--- config.mk ---
export PLATFORM = sky130hd
export DESIGN_NAME = pulse_burst_analyzer
export DESIGN_NICKNAME = d
export VERILOG_FILES = /design/src/hw/rtl/pba_pkg.sv /design/src/hw/rtl/pulse_burst_analyzer.sv /design/src/hw/rtl/pba_in_stage.sv /design/src/hw/rtl/pba_update.sv /design/src/hw/rtl/pba_out_stage.sv
export SDC_FILE = /design/constraint.sdc
export NUM_CORES = 1
export LEC_CHECK = 0
export BUFFER_PORTS_ARGS = -buffer_cell sky130_fd_sc_hd__buf_2
export CAP_MARGIN = 20
export CORE_MARGIN = 10
export CORE_UTILIZATION = 43
export DETAILED_ROUTE_END_ITERATION = 10
export PLACE_DENSITY = 0.6
export SYNTH_ARGS = -nofsm -noshare
export SYNTH_HDL_FRONTEND = slang
export SYNTH_SLANG_ARGS = --single-unit
export TNS_END_PERCENT = 100
--- constraint.sdc ---
create_clock -name clock -period 7.2 [get_ports clock]
set_clock_uncertainty 0.15 [all_clocks]
set_input_delay 1.44 -clock clock [delete_from_list [all_inputs] [get_ports clock]]
set_output_delay 1.44 -clock clock [all_outputs]
set_load 0.01 [all_outputs]
--- src/hw/rtl/pba_pkg.sv ---
// ----------------------------------------------------------------------------
// pba_pkg
// Shared types and constants of the pulse burst analyzer.
// ----------------------------------------------------------------------------
package pba_pkg;

   localparam int unsigned WordWidth = 32;
   localparam int unsigned CsrIndexWidth = 1;

   localparam logic [WordWidth-1:0] NoneWidth = {WordWidth{1'b1}};
   localparam logic [WordWidth-1:0] NoiseThresholdReset = WordWidth'(100);
   localparam logic [WordWidth-1:0] BurstTimeoutReset = WordWidth'(100);

   typedef enum logic [CsrIndexWidth-1:0] {
      CSR_NOISE_THRESHOLD = 1'b0,
      CSR_BURST_TIMEOUT   = 1'b1
   } csr_index_type;

   typedef struct packed {
      logic                 pin_level;
      logic [WordWidth-1:0] now_us;
      logic [WordWidth-1:0] now_ms;
   } req_type;

   typedef struct packed {
      logic                 burst_started;
      logic                 burst_ended;
      logic [WordWidth-1:0] burst_index;
      logic [WordWidth-1:0] pulses_in_burst;
      logic [WordWidth-1:0] min_width_us;
      logic [WordWidth-1:0] max_width_us;
      logic                 width_seen;
      logic                 indicator_level;
      logic                 burst_active;
   } rsp_type;

   typedef struct packed {
      logic we;
      logic [CsrIndexWidth-1:0] index;
      logic [WordWidth-1:0] data;
   } csr_type;

endpackage

--- src/hw/rtl/pulse_burst_analyzer.sv ---
// ----------------------------------------------------------------------------
// pulse_burst_analyzer
// Burst and pulse-width statistics for an active-low receiver pin.
// ----------------------------------------------------------------------------
// Each request is one pin sample with microsecond and millisecond timestamps;
// each yields exactly one response with the burst state after that sample.
// A request is accepted every cycle when the response side keeps up. An
// accepted request waits in the input register while the update logic
// computes its response, which is loaded into the result register once that
// register is free or being emptied; the response is presented from there.
// The burst state is updated at the same edge that loads the result
// register, which allows the rate of one request per clock. Up to two
// requests are held while the response side stalls; then the request side
// stalls as well. Configuration writes take effect at the next cycle and
// should be made while no request is in flight.
// ----------------------------------------------------------------------------
module pulse_burst_analyzer
   import pba_pkg::*;
(
   input  logic                     clock,
   input  logic                     reset,
   input  logic                     csr_we,
   input  logic [CsrIndexWidth-1:0] csr_index,
   input  logic [WordWidth-1:0]     csr_data,
   input  logic                     req_valid,
   output logic                     req_ready,
   input  logic                     req_pin_level,
   input  logic [WordWidth-1:0]     req_now_us,
   input  logic [WordWidth-1:0]     req_now_ms,
   output logic                     rsp_valid,
   input  logic                     rsp_ready,
   output logic                     rsp_burst_started,
   output logic                     rsp_burst_ended,
   output logic [WordWidth-1:0]     rsp_burst_index,
   output logic [WordWidth-1:0]     rsp_pulses_in_burst,
   output logic [WordWidth-1:0]     rsp_min_width_us,
   output logic [WordWidth-1:0]     rsp_max_width_us,
   output logic                     rsp_width_seen,
   output logic                     rsp_indicator_level,
   output logic                     rsp_burst_active
);

   req_type req_item, item;
   csr_type csr;
   rsp_type result, rsp_result;
   logic    item_valid, can_load, fire;

   assign req_item.pin_level = req_pin_level;
   assign req_item.now_us    = req_now_us;
   assign req_item.now_ms    = req_now_ms;

   assign csr.we    = csr_we;
   assign csr.index = csr_index;
   assign csr.data  = csr_data;

   assign fire = item_valid && can_load;

   pba_in_stage u_in_stage (
      .clock      (clock),
      .reset      (reset),
      .req_valid  (req_valid),
      .req_ready  (req_ready),
      .req_item   (req_item),
      .take       (fire),
      .item_valid (item_valid),
      .item       (item)
   );

   pba_update u_update (
      .clock  (clock),
      .reset  (reset),
      .csr    (csr),
      .fire   (fire),
      .item   (item),
      .result (result)
   );

   pba_out_stage u_out_stage (
      .clock      (clock),
      .reset      (reset),
      .in_valid   (item_valid),
      .can_load   (can_load),
      .in_result  (result),
      .rsp_valid  (rsp_valid),
      .rsp_ready  (rsp_ready),
      .rsp_result (rsp_result)
   );

   assign rsp_burst_started   = rsp_result.burst_started;
   assign rsp_burst_ended     = rsp_result.burst_ended;
   assign rsp_burst_index     = rsp_result.burst_index;
   assign rsp_pulses_in_burst = rsp_result.pulses_in_burst;
   assign rsp_min_width_us    = rsp_result.min_width_us;
   assign rsp_max_width_us    = rsp_result.max_width_us;
   assign rsp_width_seen      = rsp_result.width_seen;
   assign rsp_indicator_level = rsp_result.indicator_level;
   assign rsp_burst_active    = rsp_result.burst_active;

endmodule

--- src/hw/rtl/pba_in_stage.sv ---
// ----------------------------------------------------------------------------
// pba_in_stage
// Input register: holds one request until the update stage takes it.
// ----------------------------------------------------------------------------
module pba_in_stage
   import pba_pkg::*;
(
   input  logic    clock,
   input  logic    reset,
   input  logic    req_valid,
   output logic    req_ready,
   input  req_type req_item,
   input  logic    take,
   output logic    item_valid,
   output req_type item
);

   logic    valid_ff, valid_in;
   req_type item_ff, item_in;
   logic    load;

   assign req_ready = !valid_ff || take;
   assign load      = req_valid && req_ready;

   always_comb begin
      valid_in = valid_ff;
      item_in  = item_ff;
      if (load) begin
         valid_in = 1'b1;
         item_in  = req_item;
      end else if (take) begin
         valid_in = 1'b0;
      end
   end

   always_ff @(posedge clock) begin
      if (reset) begin
         valid_ff <= 1'b0;
      end else begin
         valid_ff <= valid_in;
      end
      item_ff <= item_in;
   end

   assign item_valid = valid_ff;
   assign item       = item_ff;

endmodule

--- src/hw/rtl/pba_update.sv ---
// ----------------------------------------------------------------------------
// pba_update
// Burst state and configuration registers with the per-sample update logic.
// ----------------------------------------------------------------------------
module pba_update
   import pba_pkg::*;
(
   input  logic    clock,
   input  logic    reset,
   input  csr_type csr,
   input  logic    fire,
   input  req_type item,
   output rsp_type result
);

   logic [WordWidth-1:0] threshold_ff, threshold_in;
   logic [WordWidth-1:0] timeout_ff, timeout_in;
   logic                 prev_level_ff, prev_level_in;
   logic                 active_ff, active_in;
   logic [WordWidth-1:0] burst_count_ff, burst_count_in;
   logic [WordWidth-1:0] last_edge_ff, last_edge_in;
   logic [WordWidth-1:0] fall_time_ff, fall_time_in;
   logic [WordWidth-1:0] pulses_ff, pulses_in;
   logic [WordWidth-1:0] min_width_ff, min_width_in;
   logic [WordWidth-1:0] max_width_ff, max_width_in;
   logic                 led_ff, led_in;

   logic                 falling, rising, start, timed_out;
   logic [WordWidth-1:0] width, idle_ms;

   always_comb begin
      threshold_in = threshold_ff;
      timeout_in   = timeout_ff;
      if (csr.we) begin
         unique case (csr_index_type'(csr.index))
            CSR_NOISE_THRESHOLD: threshold_in = csr.data;
            CSR_BURST_TIMEOUT:   timeout_in   = csr.data;
            default: ;
         endcase
      end
   end

   assign falling = prev_level_ff && !item.pin_level;
   assign rising  = !prev_level_ff && item.pin_level;
   assign start   = falling && !active_ff;
   assign width   = item.now_us - fall_time_ff;

   always_comb begin
      active_in      = active_ff;
      burst_count_in = burst_count_ff;
      pulses_in      = pulses_ff;
      min_width_in   = min_width_ff;
      max_width_in   = max_width_ff;
      led_in         = led_ff;
      fall_time_in   = fall_time_ff;
      last_edge_in   = last_edge_ff;
      if (falling) begin
         active_in      = 1'b1;
         fall_time_in   = item.now_us;
         last_edge_in   = item.now_ms;
         pulses_in      = pulses_ff + WordWidth'(1);
         if (start) begin
            burst_count_in = burst_count_ff + WordWidth'(1);
            pulses_in      = WordWidth'(1);
            min_width_in   = NoneWidth;
            max_width_in   = '0;
            led_in         = !led_ff;
         end
      end
      if (rising) begin
         last_edge_in = item.now_ms;
         if (width > threshold_ff) begin
            if (width < min_width_ff) begin
               min_width_in = width;
            end
            if (width > max_width_ff) begin
               max_width_in = width;
            end
         end
      end
      idle_ms   = item.now_ms - last_edge_in;
      timed_out = active_in && (idle_ms > timeout_ff);
      if (timed_out) begin
         active_in = 1'b0;
      end
      prev_level_in = item.pin_level;
   end

   always_comb begin
      result.burst_started   = start;
      result.burst_ended     = timed_out;
      result.burst_index     = burst_count_in;
      result.pulses_in_burst = pulses_in;
      result.min_width_us    = min_width_in;
      result.max_width_us    = max_width_in;
      result.width_seen      = (min_width_in != NoneWidth);
      result.indicator_level = led_in;
      result.burst_active    = active_in;
   end

   always_ff @(posedge clock) begin
      if (reset) begin
         threshold_ff   <= NoiseThresholdReset;
         timeout_ff     <= BurstTimeoutReset;
         prev_level_ff  <= 1'b1;
         active_ff      <= 1'b0;
         burst_count_ff <= '0;
         last_edge_ff   <= '0;
         fall_time_ff   <= '0;
         pulses_ff      <= '0;
         min_width_ff   <= NoneWidth;
         max_width_ff   <= '0;
         led_ff         <= 1'b0;
      end else begin
         threshold_ff <= threshold_in;
         timeout_ff   <= timeout_in;
         if (fire) begin
            prev_level_ff  <= prev_level_in;
            active_ff      <= active_in;
            burst_count_ff <= burst_count_in;
            last_edge_ff   <= last_edge_in;
            fall_time_ff   <= fall_time_in;
            pulses_ff      <= pulses_in;
            min_width_ff   <= min_width_in;
            max_width_ff   <= max_width_in;
            led_ff         <= led_in;
         end
      end
   end

endmodule

--- src/hw/rtl/pba_out_stage.sv ---
// ----------------------------------------------------------------------------
// pba_out_stage
// Result register: holds one result until the response side takes it.
// ----------------------------------------------------------------------------
module pba_out_stage
   import pba_pkg::*;
(
   input  logic    clock,
   input  logic    reset,
   input  logic    in_valid,
   output logic    can_load,
   input  rsp_type in_result,
   output logic    rsp_valid,
   input  logic    rsp_ready,
   output rsp_type rsp_result
);

   logic    valid_ff, valid_in;
   rsp_type result_ff, result_in;
   logic    load;

   assign can_load = !valid_ff || rsp_ready;
   assign load     = in_valid && can_load;

   always_comb begin
      valid_in  = valid_ff;
      result_in = result_ff;
      if (load) begin
         valid_in  = 1'b1;
         result_in = in_result;
      end else if (rsp_ready) begin
         valid_in = 1'b0;
      end
   end

   always_ff @(posedge clock) begin
      if (reset) begin
         valid_ff <= 1'b0;
      end else begin
         valid_ff <= valid_in;
      end
      result_ff <= result_in;
   end

   assign rsp_valid  = valid_ff;
   assign rsp_result = result_ff;

endmodule

==> results of run 1 <==
## cell families after synthesis
| family | synth area share [%] |
|---|---|
| compound gates | 15.6 |
| xor+xnor | 4.72 |
| fa+ha+maj | 10.1 |
| buf+inv | 5.21 |
| flops | 46.4 |
| mux | 2.93 |
| simple gates | 15.1 |
## cell usage in the layout (no fill, tap or decap), drive strengths merged, types with 19 or more instances in the layout
cell	n
buf	278
nand3	47
nand4	39
nor2	187
edfxtp	198
nor3	26
o211ai	45
a21oi	224
inv	218
mux2i	67
xnor2	59
a21o	52
or3	21
ha	191
a211oi	70
dfxtp	261
o21ai	116
clkbuf	72
nand2	405
nor2b	19
xor2	70
and3	21
## area by class of cell
cell class	instances	area, um^2	area share, %
Multi-Input combinational cell	1811	11700	42.0
Clock inverter	24	265	0.952
Sequential cell	459	11200	40.1
Inverter	215	815	2.92
Clock buffer	72	1480	5.30
Tap cell	748	936	3.36
Timing Repair Buffer	278	1520	5.44
## power by group through the flow
stage	Sequential [uW]	Combinational (uW)	Clock, uW
3_5_place_dp	2970	1390	0
3_3_place_gp	2970	1360	0
6_report	2910	1400	2680
4_1_cts	2920	1400	2750
5_1_grt	2930	1560	2850
2_1_floorplan	2980	925	0
## per-stage QoR
stage | util (%) | std cells | hold WS [ns] | area [um^2]
5_1_grt | 50.4 | 3607 | 0.318 | 27900
4_1_cts | 50.4 | 3606 | 0.305 | 27900
3_3_place_gp | 47.2 | 3509 | 0.291 | 26100
6_report | 50.4 | 3607 | 0.304 | 27900
2_1_floorplan | - | 2602 | 0.286 | 24100
3_5_place_dp | 47.2 | 3510 | 0.297 | 26100
## synth_stat cells (all sizes together), types with 26 or more instances
cell type,count
nand2,405
dfxtp,261
a21oi,224
inv,215
edfxtp,198
ha,191
nor2,187
o21ai,116
clkbuf,99
a211oi,70
xor2,70
mux2i,67
xnor2,59
a21o,52
nand3,47
o211ai,45
nand4,39
nor3,26
## sequential cells by signal, summed over array words and instances (netlist names)
name and flops:
u_update.led_ff 1, u_update.fall_time_ff 32, u_update.burst_count_ff 32, u_update.prev_level_ff 1, u_update.active_ff 1, u_in_stage.item 65
u_out_stage.rsp_valid 1, u_update.threshold_ff 32, u_in_stage.item_valid 1, u_update.timeout_ff 32, u_out_stage.rsp_result 133, u_update.last_edge_ff 32
u_update.min_width_ff 32, u_update.max_width_ff 32, u_update.pulses_ff 32
## critical path: stages (launching register included)
cell and delay (ns):
edfxtp_1 0.39, ha_1 0.40, a21oi_1 0.24, o22ai_1 0.18
o31a_4 0.39, a31oi_1 0.33, o21bai_1 0.11, a21oi_1 0.18
xor2_1 0.67, inv_1 0.23, ha_1 0.35, nand4_1 0.13
nor2_1 0.07, nand4_1 0.14, a21oi_1 0.07, o41a_1 0.49
o21ai_4 0.52, mux2i_1 0.37, nand4_1 0.12, or3_1 0.32
or3_1 0.37
## final timing paths
check / start / end / slack [ns] / cells past startpoint
max: u_in_stage.item[35] / u_out_stage.rsp_result[2] / 0.72 / 20
min: u_update.fall_time_ff[14] / u_update.fall_time_ff[14] / 0.30 / 2
max reg2reg: u_in_stage.item[35] / u_out_stage.rsp_result[2] / 0.72 / 20
min reg2reg: u_update.fall_time_ff[14] / u_update.fall_time_ff[14] / 0.30 / 2
## routing by layer
| layer | up-vias | part of all wire [%] | routed length (um) |
|---|---|---|---|
| li1 | 9545 | - | - |
| met1 | 9106 | 45 | 29700 |
| met2 | 511 | 48 | 31900 |
| met3 | 87 | 5.5 | 3690 |
| met4 | 0 | 2.1 | 1400 |
| met5 | - | 0 | 0 |
==> results.toml, run 1 <==
[layout]
areaGrowthSynthToFinish_pct = 15.8
n_antenna_cell = 0
fillers = 5202
final_nets = 3112
drive_gt1_share_pct = 13.6

[placed_design]
gp_congestion = 0.934
io_buffers = 237
dp_slack_ns = 0.782
dpl.hpwl_um = 49200

[clock_network]
clk_latency_ns = 0.62
clock-sinks = 459
h-tree-depth = 2
ctsResizeCount = 0
clock-root-buffer = "clkbuf_16"
hold_buffers = 0
cts-root-to-sink-buffers = 3
postCtsSetupBuffers = 0
cts_inserted_buffers = 51
clkTransAtPathRegs_ns = 0.06
cts_tree = "built"

[worst_setup_path]
cp_max_fo = 24
critPathRequiredTime_ns = 7.41
crit_path_end_kind = "register"
path_class = "register to register"
arrival_ns = 6.68
start_kind = "register"

[pwr]
netSwitchingFraction_pct = 29.0
p_int_uw = 4970
p_leak_uw = 0.0111
cellPowerDensity_nw_per_um2 = 251
peakVddDrop_mv = 0.209
power_uw = 7000
share_seq_of_total_power_pct = 41.7
power_switching_uw = 2030
clock_power_share_pct = 38.3
pwr-share-comb_pct = 20.0

[logic_synthesis]
yosysWarnings = 0
synthDistinctLibCells = 77
avgSynthCellArea_um2 = 9.25
synth_edf_count = 198
synth_nets = 2898
synth_top_area_share_pct = 24.7
ys_seq_elements = 459
synthArstFlopShare_pct = 0
netlist_top_cells_area = "edfxtp_1 (25%), dfxtp_1 (22%), ha_1 (9.9%), nand2_1 (6.3%), a21oi_1 (4.6%)"
synth.largest_area_cell = "edfxtp_1"
synth_ff_type = "dfxtp_1"
netlist_area_um2 = 24100
ys_seq_area_share_pct = 46.4
syn_inst = 2602

[outcome]
status = "finished clean"

[timing]
tns_ns = 0
post-route-period-util_pct = 90.0
drv_slew = 0
max_slew_margin_pct = 30.5
tightestPinTransition_ns = 1.04
finalHoldViolCount = 0
finalWorstSetupSlack_ns = 0.723
setup_violations = 0
max_freq_mhz = 154
rsz0062_at_grt = "no"
fin_crit_ns = 6.48

[grt]
grt-busiest-layer = "met2"
grt_usage_pct = 19.5
gr-total-overflow = 0
met3_usage_pct = 3.52
grt_first_pass_wirelength_um = 104000
met1_usage_pct = 24.9
use_met2_pct = 33.1
antenna_found_initial = 0
grt_pass1_vias = 18621
grt_max_degree = 98

[flow_run]
maxCapViolCount = 0

[detailed_routing]
route.detailed.drc = 0
antenna_left = 0
firstDrtPassIters = 6
wirelength_um = 66600
drt-vias-per-instance = 5.34
vias = 19249
first_iter_violations = 1151
wire_per_inst_um = 18.5

[worst_hold_path]
hold_path.class = "register to register"

[floorplan]
die_area_um2 = 65900
start_util_pct = 43.5
coreArea_um2 = 55300
std_cell_rows = 86
die_width_um = 257
die_y_um = 257
pin_count = 238
Note: power is estimated with default switching activity, not from simulation.
==> inputs of run 2 (changes only) <==
--- a/config.mk
+++ b/config.mk
@@ -5,6 +5,7 @@
 export SDC_FILE = /design/constraint.sdc
 export NUM_CORES = 1
 export LEC_CHECK = 0
+export ABC_AREA = 1
 export BUFFER_PORTS_ARGS = -buffer_cell sky130_fd_sc_hd__buf_2
 export CAP_MARGIN = 20
 export CORE_MARGIN = 10
==> results.toml, run 2 <==
[outcome]
status = "finished clean"

[worst_hold_path]
min_path_cells = 2
hold_path.class = "register to register"

[logic_synthesis]
netlist_area_um2 = 25200
synthDistinctLibCells = 54
synth_top_area_share_pct = 23.6
synth_ff_type = "dfxtp_1"
synth.largest_area_cell = "edfxtp_1"
netlist_top_cells_area = "edfxtp_1 (24%), dfxtp_1 (21%), ha_1 (9.5%), nand2_1 (9.3%), inv_1 (7.7%)"
syn_inst = 3162
synth_nets = 3458
ys_seq_area_share_pct = 44.3
yosysWarnings = 0
synthArstFlopShare_pct = 0
yosysMostFrequentCell = "nand2_1"
avgSynthCellArea_um2 = 7.98
synth_common_cells = "nand2_1 (627), inv_1 (520), a21oi_1 (321)"
ys_seq_elements = 459
synth_edf_count = 198

[clock_network]
clk_latency_ns = 0.60
cts_tree = "built"
clkTransAtPathRegs_ns = 0.06
hold_buffers = 0
cts_inserted_buffers = 52
h-tree-depth = 2
postCtsSetupBuffers = 0
clock-root-buffer = "clkbuf_16"
cts-root-to-sink-buffers = 3
clock-sinks = 459
ctsResizeCount = 0

[layout]
areaGrowthSynthToFinish_pct = 14.7
fin_cells = 4169
final_cell_mix = "nand2_1 (626), inv_1 (517), a21oi_1 (321)"
final_nets = 3657
largest_reg_flops = 133
final_common_cell = "nand2_1"
drive_gt1_share_pct = 11.4
n_antenna_cell = 0

[flow_run]
maxCapViolCount = 0

[detailed_routing]
firstDrtPassIters = 6
wire_per_inst_um = 17.1
route.detailed.drc = 0
drt-vias-per-instance = 5.14
antenna_left = 0
first_iter_violations = 1337
wirelength_um = 71200
vias = 21430

[timing]
max_freq_mhz = 169
fin_crit_ns = 5.92
post-route-period-util_pct = 82.3
tns_ns = 0
drv_slew = 0
finalHoldViolCount = 0
max_slew_margin_pct = 32.5
tightestPinTransition_ns = 1.01
rsz0062_at_grt = "no"
setup_violations = 0

[placed_design]
placedCellCount = 4071
io_buffers = 237
dpl.hpwl_um = 53100
gp_congestion = 0.883

[worst_setup_path]
timing.rr.start = "u_in_stage.item[64]"
endpoint = "u_update.active_ff"
critPathSlowestCell = "nor4b_1"
critPathRequiredTime_ns = 7.53
reg2regPathDepth = 30
r2r_setup_slack_ns = 1.28
arrival_ns = 6.25
cp-startpoint = "u_in_stage.item[64]"
path_class = "register to register"
r2r_end = "u_update.active_ff"
crit_path_end_kind = "register"
cp_max_fo = 25
start_kind = "register"
critPathMaxStageDelay_ns = 0.51
cpMostUsedCell = "nand2_1"

[grt]
grt_usage_pct = 20.0
grt_pass1_vias = 20918
grt_max_degree = 174
grt_first_pass_wirelength_um = 113000
gr-total-overflow = 0
antenna_found_initial = 0

[pwr]
clock_power_share_pct = 37.7
netSwitchingFraction_pct = 30.7
p_leak_uw = 0.0136
pwr-share-comb_pct = 22.2
power_switching_uw = 2270
share_seq_of_total_power_pct = 40.1
p_int_uw = 5130
peakVddDrop_mv = 0.198
cellPowerDensity_nw_per_um2 = 256

[floorplan]
die_area_um2 = 68800
std_cell_rows = 88
pin_count = 238
die_width_um = 262
coreArea_um2 = 57900
start_util_pct = 43.6
die_y_um = 262
run 2: area by class of cell:
cell class	instances	area, um^2
timing repair buffer	254	1350
clock buffer	71	1510
multi-input combinational	2067	11600
clock inverter	26	307
fill	5693	29000
sequential	459	11200
inverter	527	1990
tap	765	957
run 2: routing by layer:
| metal | vias to the layer above | wire, um | global-route usage (%) |
|---|---|---|---|
| met1 | 9977 | 32200 | 25.7 |
| li1 | 10812 | - | - |
| met4 | 0 | 1740 | 5.98 |
| met3 | 92 | 3570 | 3.02 |
| met5 | - | 0 | 0 |
| met2 | 549 | 33800 | 34.0 |
run 2: worst min path at each step:
| stage | slack [ns] | endpoint | start |
|---|---|---|---|
| after floorplan | 0.28 | u_update.fall_time_ff[10] | u_update.fall_time_ff[10] |
| after global placement | 0.29 | u_update.fall_time_ff[12] | u_update.fall_time_ff[12] |
| after detailed placement | 0.30 | u_update.fall_time_ff[24] | u_update.fall_time_ff[24] |
| after CTS | 0.31 | u_update.fall_time_ff[24] | u_update.fall_time_ff[24] |
| after global routing | 0.32 | u_update.fall_time_ff[26] | u_update.fall_time_ff[26] |
| final | 0.31 | u_update.fall_time_ff[14] | u_update.fall_time_ff[14] |
run 2: through the flow:
| stage | worst slack, ns | area (um^2) | hold WS (ns) | total power (uW) | util [%] |
|---|---|---|---|---|---|
| 6_report | 1.28 | 28900 | 0.306 | 7400 | 50.0 |
| 3_5_place_dp | 1.31 | 27100 | 0.302 | 4660 | 46.8 |
| 4_1_cts | 1.29 | 28900 | 0.310 | 7480 | 49.9 |
| 2_1_floorplan | 0.492 | 25200 | 0.283 | 4140 | - |
| 3_3_place_gp | 1.40 | 27100 | 0.293 | 4610 | 46.8 |
| 5_1_grt | 0.616 | 28900 | 0.323 | 7830 | 50.0 |
run 2: kinds of logic (layout without fill, tap and decap cells):
kind of cell | after synthesis | in the layout | synth area share, %
AO/OA/AOI/OAI | 689 | 689 | 14.8
XOR/XNOR | 78 | 78 | 2.71
adder cells (fa/ha/maj) | 193 | 193 | 9.63
buffers and inverters | 636 | 878 | 9.63
flip-flops | 459 | 459 | 44.3
multiplexers | 30 | 30 | 1.19
AND/OR/NAND/NOR | 1077 | 1077 | 17.8
run 2: critical path: cells and delay by family, from the launching register on:
family          cells  cell delay, ns
simple gates       17            2.69
buf+inv             6            1.00
compound gates      4            0.68
fa+ha+maj           2            0.63
flops               1            0.33
mux                 1            0.28
run 2: power groups by stage:
| stage | sequential [uW] | clock (uW) | combinational [uW] |
|---|---|---|---|
| after global placement | 3020 | 0 | 1590 |
| after detailed placement | 3020 | 0 | 1630 |
| after CTS | 2970 | 2860 | 1640 |
| after global routing | 2980 | 2970 | 1870 |
| final | 2970 | 2790 | 1650 |
| after floorplan | 3030 | 0 | 1110 |
